[config.mk]
export PLATFORM = sky130hd
export DESIGN_NAME = fspa_ctrl
export DESIGN_NICKNAME = d
export VERILOG_FILES = /design/src/fspa_pkg.sv /design/src/fspa_ctrl.sv
export SDC_FILE = /design/constraint.sdc
export NUM_CORES = 1
export LEC_CHECK = 0
export BUFFER_PORTS_ARGS = -buffer_cell sky130_fd_sc_hd__buf_2
export CAP_MARGIN = 5
export CELL_PAD_IN_SITES_DETAIL_PLACEMENT = 1
export CELL_PAD_IN_SITES_GLOBAL_PLACEMENT = 2
export CORE_AREA = 3 3 40 42
export DETAILED_ROUTE_END_ITERATION = 8
export DIE_AREA = 0 0 43 45
export PLACE_DENSITY_LB_ADDON = 0.1
export REMOVE_ABC_BUFFERS = 1
export SLEW_MARGIN = 20
export SYNTH_ARGS = -nofsm -noshare
export SYNTH_HDL_FRONTEND = slang
export SYNTH_SLANG_ARGS = --single-unit
[constraint.sdc]
create_clock -name clock -period 1.8 [get_ports clock]
set_clock_uncertainty 0.15 [all_clocks]
set_input_delay 0.18 -clock clock [delete_from_list [all_inputs] [get_ports clock]]
set_output_delay 0.18 -clock clock [all_outputs]
set_load 0.03 [all_outputs]
[src/fspa_pkg.sv]
// shared constants, types and helpers for the fixed slot pool allocator
// no dependencies; imported by every module of the block
package fspa_pkg;

   localparam int MAX_BUCKETS      = 16;
   localparam int MAX_BUCKET_SLOTS = 64;
   localparam int MAX_ALIGN        = 16;
   localparam int STACK_DEPTH      = 1024;
   localparam int MIN_SLOT_BYTES   = 8;

   localparam int STACK_AW  = $clog2(STACK_DEPTH);
   localparam int COUNT_W   = $clog2(STACK_DEPTH + 1);
   localparam int BKT_W     = $clog2(MAX_BUCKETS + 1);
   localparam int SLOT_W    = $clog2(MAX_BUCKET_SLOTS + 1);
   localparam int ALIGN_LOG = $clog2(MAX_ALIGN);
   localparam int HANDLE_W  = 10;
   localparam int SIZE_W    = 16;
   localparam int RALIGN_W  = 13;
   localparam int MUL_W     = (BKT_W + SLOT_W + 1 > HANDLE_W) ? BKT_W + SLOT_W + 1 : HANDLE_W;

   localparam int ISIZE_W   = 13;
   localparam int IALIGN_W  = 5;
   localparam int BSLOTS_W  = 7;

   localparam int APB_AW    = 4;
   localparam int APB_DW    = 32;

   localparam logic [APB_AW-3:0] REG_ITEM_SIZE    = 2'd0;
   localparam logic [APB_AW-3:0] REG_ITEM_ALIGN   = 2'd1;
   localparam logic [APB_AW-3:0] REG_BUCKET_SLOTS = 2'd2;

   typedef enum logic [1:0] {
      ST_OK         = 2'd0,
      ST_REJECT     = 2'd1,
      ST_NO_BUCKET  = 2'd2,
      ST_STACK_FULL = 2'd3
   } status_type;

   typedef struct packed {
      logic [ISIZE_W-1:0]  item_size;
      logic [IALIGN_W-1:0] item_align;
      logic [BSLOTS_W-1:0] bucket_slots;
   } cfg_type;

   typedef struct packed {
      logic load;
      logic exec;
      logic capture;
   } ctrl_cmd_type;

   typedef struct packed {
      logic pop;
   } dp_status_type;

   // largest power of two up to MAX_ALIGN dividing the size
   function automatic logic [RALIGN_W-1:0] derived_align(input logic [ISIZE_W-1:0] size);
      logic [RALIGN_W-1:0] a;
      logic [ISIZE_W-1:0]  mask;
      a = RALIGN_W'(1);
      for (int k = 1; k <= ALIGN_LOG; k++) begin
         mask = ISIZE_W'((1 << k) - 1);
         if ((size & mask) == '0) begin
            a = RALIGN_W'(1 << k);
         end
      end
      return a;
   endfunction

   // bucket slot count clamped to 1..MAX_BUCKET_SLOTS
   function automatic logic [SLOT_W-1:0] clamp_slots(input logic [BSLOTS_W-1:0] bs);
      logic [SLOT_W-1:0] s;
      if (bs == '0) begin
         s = SLOT_W'(1);
      end else if (int'(bs) > MAX_BUCKET_SLOTS) begin
         s = SLOT_W'(MAX_BUCKET_SLOTS);
      end else begin
         s = SLOT_W'(bs);
      end
      return s;
   endfunction

endpackage

[src/fspa_ctrl.sv]
// transaction sequencer: accept, execute, stack read, respond
// depends on fspa_pkg
module fspa_ctrl
   import fspa_pkg::*;
(
   input  logic          clock,
   input  logic          reset,
   input  logic          req_valid,
   output logic          req_stall,
   output logic          rsp_valid,
   input  logic          rsp_stall,
   input  dp_status_type dp_status,
   output ctrl_cmd_type  dp_cmd
);

   typedef enum logic [1:0] {
      S_IDLE,
      S_EXEC,
      S_READ,
      S_RESP
   } state_type;

   state_type state_ff;
   logic      rsp_valid_ff;

   always_ff @(posedge clock) begin
      if (reset) begin
         state_ff     <= S_IDLE;
         rsp_valid_ff <= 1'b0;
      end else begin
         unique case (state_ff)
            S_IDLE: begin
               if (req_valid) begin
                  state_ff <= S_EXEC;
               end
            end
            S_EXEC: begin
               if (dp_status.pop) begin
                  state_ff <= S_READ;
               end else begin
                  state_ff     <= S_RESP;
                  rsp_valid_ff <= 1'b1;
               end
            end
            S_READ: begin
               state_ff     <= S_RESP;
               rsp_valid_ff <= 1'b1;
            end
            S_RESP: begin
               if (!rsp_stall) begin
                  state_ff     <= S_IDLE;
                  rsp_valid_ff <= 1'b0;
               end
            end
            default: begin
               state_ff     <= S_IDLE;
               rsp_valid_ff <= 1'b0;
            end
         endcase
      end
   end

   assign req_stall      = (state_ff != S_IDLE);
   assign rsp_valid      = rsp_valid_ff;
   assign dp_cmd.load    = (state_ff == S_IDLE) & req_valid;
   assign dp_cmd.exec    = (state_ff == S_EXEC);
   assign dp_cmd.capture = (state_ff == S_READ);

endmodule

==> reports/results.tsv <==
stage	metric	value	unit
sta	Slew Limit Fails	0	
placed_design	# port buffers	9	
logic_synthesis	Synth Area in XOR/XNOR	0	%
finish	fillers	169	
floorplan	Starting Density	18.4	%
critical_path	crit path DAT	1570	ps
floorplan	Die Ht	45	um
global_route	first-pass GRT wire length	972	um
sta	final setup fails	0	
finish	Final Util	26.2	%
finish	Final nets	52	
power_and_ir_drop	Internal Power	333	uW
placed_design	Placed Instance Area	300	um^2
clock_network	CTS tree	done	
critical_path	CP endpoint kind	flip-flop	
routing	Vias	233	
routing	routed wire length	560	um
power_and_ir_drop	leak pwr	0.168	nW
finish	Multi-input gate area	161	um^2
routing	WL/cell	10.0	um
status	status	completed	
finish	share of layout cells above drive strength 1	31.7	%
global_route	vias in the first global route	244	
logic_synthesis	Cell Area, Synth	236	um^2
logic_synthesis	sequential area share after synthesis	25.4	%
power_and_ir_drop	Max VDD drop	0.000659	V
sta	Fin Setup TNS	0	ps
sta	Worst Tran Pin Value	355	ps
routing	DR iter-0 viols	0	
global_route	grt ovf	0	
power_and_ir_drop	Clk pwr share	18.1	%
clock_network	total CTS buffers	3	
power_and_ir_drop	switching power	314	uW
logic_synthesis	syn avg cell area	8.76	um^2
clock_network	H-tree lvl count	1	
logic_synthesis	largest family of logic cells by synthesized area	adder cells	
logic_synthesis	warnings from Yosys	0	
power_and_ir_drop	Pwr Density	1920	nW/um^2
routing	Residual DRC	0	
clock_network	Worst-path clk slew	40	ps
critical_path	CP Class	reg -> reg	
power_and_ir_drop	Seq pwr share	19.6	%
finish	register area	60.1	um^2
placed_design	Placed Cells	51	
floorplan	# rows	13	
critical_path	startpoint types	flip-flop	
clock_network	clock tree root buffer cell	clkbuf_4	
placed_design	DP Wirelength	452	um
placed_design	routability congestion estimate	0.632	
critical_path	CP Data Required Time	1760	ps
logic_synthesis	Synth Register Bits	3	
power_and_ir_drop	combinational fraction of design power	62.4	%
power_and_ir_drop	Power, Total	647	uW
floorplan	Core Box Area	1280	um^2
logic_synthesis	Synth Area in Compound Gates	20.1	%
global_route	largest net degree at the start of global routing	6	
logic_synthesis	leading area contributor after synthesis	ha_1	
sta	fmax	621	MHz
logic_synthesis	multiplexer area fraction after synthesis	0	%
routing	Initial DRT Pass Iterations	1	
finish	design area	337	um^2
routing	Via density	4.16	
logic_synthesis	Simple-Gate Fraction of Synth Area	21.7	%
logic_synthesis	Cell variety after synth	16	
placed_design	pre-CTS setup slack	190	ps
hold_path	min-delay worst type	in -> reg	
sta	final worst slack	191	ps
clock_network	clk_lat worst skew	230	ps
floorplan	IO Count	10	
sta	final worst path period share	89.4	%
routing	ANT nets after route	0	
sta	post-layout min period	1610	ps
floorplan	Die W	43	um
finish	fin cells	56	
logic_synthesis	top post-synthesis cells by area	ha_1, dfxtp_1, inv_1	
clock_network	CTS Sinks	3	
power_and_ir_drop	Switching Share	48.6	%
floorplan	die area	1940	um^2
sta	final hold vios	0	
sta	hold_ws	136	ps
critical_path	Max FO, Critical Path	5	
sta	Slew HR	75.7	%
finish	number of diodes	0	
logic_synthesis	Syn Inst Count	27	
clock_network	number of post-CTS setup repair buffers	0	
logic_synthesis	Synth Area in Adders	26.5	%
logic_synthesis	Synth top area share	26.5	%
finish	area grow syn2layout	42.3	%
job	Max-Cap Viols	0	
global_route	GRT Util Overall	7.07	%
sta	RSZ-0062 raised after global routing	false	
clock_network	Max clock buf depth	2	
global_route	initial antenna violation count	0	
critical path: stages, from the launching register on:
cell	delay (ps)
dfxtp_1	400
inv_1	110
ha_1	220
nor2b_1	170
a2111oi_0	360
nor3b_1	90
sequential cells by signal, indices dropped and copies added (netlist names):
signal	flops
state_ff	2
rsp_valid	1
area by class of cell:
| class | instances | share of cell area [%] |
|---|---|---|
| multi-input combinational | 20 | 48.0 |
| sequential | 3 | 17.8 |
| inverter | 4 | 4.46 |
| timing repair buffer | 10 | 16.4 |
| clock buffer | 4 | 7.81 |
| tap | 15 | 5.58 |
power groups by stage:
stage          sequential (mW)  combinational, mW  clock (mW)
2_1_floorplan            0.137              0.296           0
3_3_place_gp             0.127              0.413           0
3_5_place_dp             0.128              0.407           0
4_1_cts                  0.127              0.412       0.122
5_1_grt                  0.131              0.452       0.131
6_report                 0.127              0.404       0.117
timing repair:
action | CTS | global route
hold endpoints to repair | 3 | 0
gates resized for setup | 0 | 0
hold buffers | 1 | 0
routing by layer:
metal,GRT usage (%),vias up,wire [um]
met5,0,-,0
met4,1.81,0,0
met3,6.37,0,60
met2,10.5,9,235
met1,7.45,105,264
li1,-,119,-
cells in the mapped netlist, drive strengths merged:
library cell	instances
and2	2
o31ai	1
a211oi	1
nor2	2
nor3b	1
o21ai	1
dfxtp	3
nor2b	1
or3b	1
nand2b	1
a2111oi	1
a211o	1
a21oi	2
inv	4
ha	5
cells by family after synthesis:
kind of cell             count (synthesis)
AND/OR/NAND/NOR                          8
AO/OA/AOI/OAI                            7
flip-flops                               3
buffers and inverters                    4
adder cells (fa/ha/maj)                  5
final timing paths:
path	to	cells after the start	slack, ps	from
max reg2reg	state_ff[0]	5	190	state_ff[1]
min	rsp_valid	4	140	rsp_stall
max	state_ff[0]	5	190	state_ff[1]
min reg2reg	rsp_valid	2	330	rsp_valid
placed cells by master (no fill, tap or decap):
master         n
and2_4         1
a2111oi_0      1
inv_1          4
dfxtp_1        3
clkbuf_4       3
nor2_1         2
or3b_1         1
ha_1           5
nand2b_1       1
clkbuf_1       1
dlygate4sd3_1  1
and2_1         1
a211oi_1       1
a211o_1        1
o21ai_0        1
o31ai_1        1
nor3b_1        1
nor2b_1        1
buf_2          9
a21oi_1        2
No activity file was read; power rests on OpenSTA's default activity.
