`src/fspa_pkg.sv`:
```
// shared constants, types and helpers for the fixed slot pool allocator
// no dependencies; imported by every module of the block
package fspa_pkg;

   localparam int MAX_BUCKETS      = 16;
   localparam int MAX_BUCKET_SLOTS = 64;
   localparam int MAX_ALIGN        = 16;
   localparam int STACK_DEPTH      = 1024;
   localparam int MIN_SLOT_BYTES   = 8;

   localparam int STACK_AW  = $clog2(STACK_DEPTH);
   localparam int COUNT_W   = $clog2(STACK_DEPTH + 1);
   localparam int BKT_W     = $clog2(MAX_BUCKETS + 1);
   localparam int SLOT_W    = $clog2(MAX_BUCKET_SLOTS + 1);
   localparam int ALIGN_LOG = $clog2(MAX_ALIGN);
   localparam int HANDLE_W  = 10;
   localparam int SIZE_W    = 16;
   localparam int RALIGN_W  = 13;
   localparam int MUL_W     = (BKT_W + SLOT_W + 1 > HANDLE_W) ? BKT_W + SLOT_W + 1 : HANDLE_W;

   localparam int ISIZE_W   = 13;
   localparam int IALIGN_W  = 5;
   localparam int BSLOTS_W  = 7;

   localparam int APB_AW    = 4;
   localparam int APB_DW    = 32;

   localparam logic [APB_AW-3:0] REG_ITEM_SIZE    = 2'd0;
   localparam logic [APB_AW-3:0] REG_ITEM_ALIGN   = 2'd1;
   localparam logic [APB_AW-3:0] REG_BUCKET_SLOTS = 2'd2;

   typedef enum logic [1:0] {
      ST_OK         = 2'd0,
      ST_REJECT     = 2'd1,
      ST_NO_BUCKET  = 2'd2,
      ST_STACK_FULL = 2'd3
   } status_type;

   typedef struct packed {
      logic [ISIZE_W-1:0]  item_size;
      logic [IALIGN_W-1:0] item_align;
      logic [BSLOTS_W-1:0] bucket_slots;
   } cfg_type;

   typedef struct packed {
      logic load;
      logic exec;
      logic capture;
   } ctrl_cmd_type;

   typedef struct packed {
      logic pop;
   } dp_status_type;

   // largest power of two up to MAX_ALIGN dividing the size
   function automatic logic [RALIGN_W-1:0] derived_align(input logic [ISIZE_W-1:0] size);
      logic [RALIGN_W-1:0] a;
      logic [ISIZE_W-1:0]  mask;
      a = RALIGN_W'(1);
      for (int k = 1; k <= ALIGN_LOG; k++) begin
         mask = ISIZE_W'((1 << k) - 1);
         if ((size & mask) == '0) begin
            a = RALIGN_W'(1 << k);
         end
      end
      return a;
   endfunction

   // bucket slot count clamped to 1..MAX_BUCKET_SLOTS
   function automatic logic [SLOT_W-1:0] clamp_slots(input logic [BSLOTS_W-1:0] bs);
      logic [SLOT_W-1:0] s;
      if (bs == '0) begin
         s = SLOT_W'(1);
      end else if (int'(bs) > MAX_BUCKET_SLOTS) begin
         s = SLOT_W'(MAX_BUCKET_SLOTS);
      end else begin
         s = SLOT_W'(bs);
      end
      return s;
   endfunction

endpackage

```
`src/fspa_csr.sv`:
```
// configuration registers behind the apb-style port
// depends on fspa_pkg
module fspa_csr
   import fspa_pkg::*;
(
   input  logic              clock,
   input  logic              reset,
   input  logic              psel,
   input  logic              penable,
   input  logic              pwrite,
   input  logic [APB_AW-1:0] paddr,
   input  logic [APB_DW-1:0] pwdata,
   output logic [APB_DW-1:0] prdata,
   output logic              pready,
   output cfg_type           cfg
);

   cfg_type          cfg_ff;
   logic             wr_en;
   logic [APB_AW-3:0] reg_idx;

   assign pready  = 1'b1;
   assign wr_en   = psel & penable & pwrite;
   assign reg_idx = paddr[APB_AW-1:2];

   always_ff @(posedge clock) begin
      if (reset) begin
         cfg_ff.item_size    <= ISIZE_W'(8);
         cfg_ff.item_align   <= '0;
         cfg_ff.bucket_slots <= BSLOTS_W'(64);
      end else if (wr_en) begin
         if (reg_idx == REG_ITEM_SIZE) begin
            cfg_ff.item_size <= pwdata[ISIZE_W-1:0];
         end
         if (reg_idx == REG_ITEM_ALIGN) begin
            cfg_ff.item_align <= pwdata[IALIGN_W-1:0];
         end
         if (reg_idx == REG_BUCKET_SLOTS) begin
            cfg_ff.bucket_slots <= pwdata[BSLOTS_W-1:0];
         end
      end
   end

   always_comb begin
      prdata = '0;
      if (reg_idx == REG_ITEM_SIZE) begin
         prdata = APB_DW'(cfg_ff.item_size);
      end else if (reg_idx == REG_ITEM_ALIGN) begin
         prdata = APB_DW'(cfg_ff.item_align);
      end else if (reg_idx == REG_BUCKET_SLOTS) begin
         prdata = APB_DW'(cfg_ff.bucket_slots);
      end
   end

   assign cfg = cfg_ff;

endmodule

```
`config.mk`:
```
export PLATFORM = sky130hd
export DESIGN_NAME = fspa_csr
export DESIGN_NICKNAME = d
export VERILOG_FILES = /design/src/fspa_pkg.sv /design/src/fspa_csr.sv
export SDC_FILE = /design/constraint.sdc
export NUM_CORES = 1
export LEC_CHECK = 0
export BUFFER_PORTS_ARGS = -buffer_cell sky130_fd_sc_hd__buf_4
export CAP_MARGIN = 40
export CELL_PAD_IN_SITES_DETAIL_PLACEMENT = 1
export CELL_PAD_IN_SITES_GLOBAL_PLACEMENT = 1
export CORE_MARGIN = 2
export CORE_UTILIZATION = 29
export CTS_BUF_LIST = sky130_fd_sc_hd__clkbuf_8
export CTS_CLUSTER_DIAMETER = 150
export CTS_CLUSTER_SIZE = 8
export DETAILED_ROUTE_END_ITERATION = 12
export GPL_ROUTABILITY_DRIVEN = 0
export PLACE_DENSITY = 0.93
export SYNTH_ARGS = -nofsm -noshare
export SYNTH_HDL_FRONTEND = slang
export SYNTH_SLANG_ARGS = --single-unit
```
`constraint.sdc`:
```
create_clock -name clock -period 1.28 [get_ports clock]
set_clock_uncertainty 0.15 [all_clocks]
set_input_delay 0.064 -clock clock [delete_from_list [all_inputs] [get_ports clock]]
set_output_delay 0.064 -clock clock [all_outputs]
set_load 0.01 [all_outputs]
```
==> impl_metrics.csv <==
group,metric,value,unit
logic_synthesis,synth_warnings,0,
logic_synthesis,ys_seq_area_share,35.4,%
clock_network,clockRootBuffer,"clkbuf_8",
timing,slew_violations,0,
logic_synthesis,yosys.area.top_type,"dfxtp_1",
timing,finalSetupViolCount,0,
hold_path,min_path_type,"in -> reg",
cells_and_area,syn_to_final_growth,43.8,%
global_route,grt_pass1_wl,6.08,mm
worst_setup_path,start_kind,"register",
logic_synthesis,async_flop_share,0,%
worst_setup_path,worst_r2r_path_depth,2,
floorplan,fp.dieArea,5440,µm²
power,power.switching,412,µW
detailed_routing,drc,0,
flow_run,drv_cap,0,
logic_synthesis,syn_inst,154,
clock_network,htree_num_levels,1,
power,internal_power,1.14,mW
cells_and_area,fin_nets,267,
worst_setup_path,worstSetupPathType,"reg -> out",
floorplan,coreArea,4720,µm²
worst_setup_path,crit_path_start,"cfg[8]$_SDFFE_PP0P_",
clock_network,clk_latency,0.27,ns
clock_network,clk_pin_slew,0.09,ns
worst_setup_path,rr_endpoint,"cfg[6]$_SDFFE_PP1P_",
power,powerDensity,763,nW/µm²
global_route,grt_max_degree,32,
power,ir_drop,0.000508,V
placed_design,dp_hpwl,2.87,mm
cells_and_area,antenna-diode-count,0,
detailed_routing,ant_nets,0,
timing,rsz0062_at_grt,"yes",
worst_setup_path,regToRegSetupSlack,0.28,ns
power,power.share.combinational,17.4,%
clock_network,cts_tree,"built",
floorplan,start_util,29.9,%
floorplan,die_w,73.8,µm
logic_synthesis,synth-edff-count,0,
timing,setup_tns,0,ns
worst_setup_path,cp-end-kind,"output port",
detailed_routing,drt_iter0_drc,35,
global_route,grt_usage,14.7,%
timing,hold_viol_final,0,
detailed_routing,wire_per_inst,13.7,µm
cells_and_area,drive_above_1_share,37.3,%
logic_synthesis,syn_area,1410,µm²
timing,layout_min_cycle_time,1.24,ns
worst_setup_path,path_cells,"mux2i_1, o21ai_1, buf_4",
worst_setup_path,cpPeakStageDelay,0.34,ns
global_route,antenna_found_initial,0,
worst_setup_path,cp_slowest_cell,"dfxtp_2",
power,seq_power_share,51.4,%
power,pwr-share-clk,31.3,%
floorplan,ios,99,
logic_synthesis,ys_ff_latch,25,
timing,hold_slack,0.000918,ns
placed_design,dpl_worst_slack,0.0641,ns
worst_setup_path,crit_arrival,1.02,ns
worst_setup_path,timing.rr.start,"cfg[6]$_SDFFE_PP1P_",
worst_setup_path,cpLargestDelayFamily,"flip-flops",
global_route,first_global_vias,1253,
run_status,status,"finished, final reports clean",
worst_setup_path,crit_required,1.07,ns
worst_setup_path,cp_max_fo,2,
timing,setup_slack,0.0432,ns
worst_setup_path,path_depth,3,
worst_setup_path,crit_path_end,"prdata[1]",
detailed_routing,vias,1263,
power,p_sw_share,26.6,%
global_route,overflow,0,
logic_synthesis,synthFlopType,"dfxtp_1",
logic_synthesis,synth.area.top_cells,"dfxtp_1 35%, mux2i_1 16%, buf_4 12%",
worst_setup_path,crit_buf_inv,1,
clock_network,clk_path_buf_depth,2,
detailed_routing,drt-pass1-iter-count,4,
logic_synthesis,synth_most_common_cell,"dfxtp_1",
logic_synthesis,synthTopCellsByCount,"25 x dfxtp_1, 23 x mux2i_1, 22 x buf_4, 22 x nand2b_1",
floorplan,core.rowCount,25,
detailed_routing,wirelength,4.01,mm
clock_network,numCtsBuffers,3,
floorplan,die_h,73.8,µm
detailed_routing,viasPerCell,4.33,
logic_synthesis,synth_top_area_share,35.4,%
cells_and_area,largest_register_ffs,25,
timing,clock.fmax,0.809,GHz
logic_synthesis,avgSynthCellArea,9.17,µm²
clock_network,clkSinkCount,25,
placed_design,port_buffers,57,
power,p_leak,0.966,nW
logic_synthesis,yosysUniqueCellTypes,25,
timing,period_share,96.6,%
power,finalPower,1.55,mW
layout make-up:
cell class	count	area, µm²
multi-input combinational	117	766
sequential	25	510
timing repair buffer	79	626
tap	67	83.8
clock buffer	3	41.3
fill	562	2690
clock inverter	1	5.00
stage by stage:
| step | util [%] | instance area (µm²) | instances |
|---|---|---|---|
| 3_3_place_gp | 38.8 | 1830 | 273 |
| 6_report | 43.0 | 2030 | 292 |
| 5_1_grt | 43.0 | 2030 | 292 |
| 2_1_floorplan | - | 1480 | 172 |
| 4_1_cts | 42.5 | 2010 | 290 |
| 3_5_place_dp | 38.8 | 1830 | 273 |
worst register-to-register path, stage by stage (launching register included):
cell	delay [ns]
dfxtp_1	0.34
a21boi_0	0.13
a211o_1	0.27
cells by family (layout without fill, tap and decap cells):
kind of cell           Yosys count  count (layout)  share of synthesized area (%)
other                            2              20                          0.532
AOI/OAI and AO/OA               22              22                           9.74
DFF                             25              25                           35.4
and+or+nand+nor                 52              52                           22.9
buffers and inverters           30              83                           15.1
muxes                           23              23                           16.3
per-layer routing:
layer | vias to the layer above | track usage, % | part of all wire [%]
met5 | - | 0 | 0
met1 | 595 | 16.8 | 43
li1 | 620 | - | -
met3 | 2 | 3.16 | 5.3
met4 | 0 | 2.42 | 0.17
met2 | 46 | 28.2 | 51
worst min-delay path by stage:
| stage | start | to | slack, ns | depth (start not counted) |
|---|---|---|---|---|
| after floorplan | pwdata[6] | cfg[6]$_SDFFE_PP1P_ | 0.03 | 1 |
| after global placement | pwdata[6] | cfg[6]$_SDFFE_PP1P_ | 0.14 | 2 |
| after detailed placement | pwdata[6] | cfg[6]$_SDFFE_PP1P_ | 0.15 | 2 |
| after CTS | reset | cfg[23]$_SDFFE_PP0P_ | 0.009 | 2 |
| after global routing | reset | cfg[24]$_SDFFE_PP0P_ | 0.01 | 2 |
| final | reset | cfg[23]$_SDFFE_PP0P_ | 0.0009 | 2 |
power groups by stage:
stage	Clock [mW]	Sequential [mW]	Combinational (mW)
6_report	0.485	0.796	0.269
5_1_grt	0.530	0.798	0.294
4_1_cts	0.507	0.796	0.269
3_5_place_dp	0	0.814	0.237
3_3_place_gp	0	0.814	0.232
2_1_floorplan	0	0.818	0.177
placed cells by master, fill, tap and decap left out, drive strengths merged, types with 2 or more instances in the layout:
cell type    count
a211o            2
a21oi            7
and2             7
and3             2
buf             66
clkbuf           3
conb            20
dfxtp           25
dlygate4sd3     13
mux2i           23
nand2            7
nand2b          22
nand3            8
nor2             3
o21ai            5
o31ai            7
what timing repair did:
| item | in CTS | in global routing |
|---|---|---|
| gates resized for setup | 4 | 7 |
| pin swaps | 0 | 1 |
| setup buffers | 0 | 2 |
| setup endpoints to repair | 3 | 4 |
| endpoints found under the hold margin | 25 | 0 |
| hold buffers | 13 | 0 |
Power figures use the tool's default switching activity.
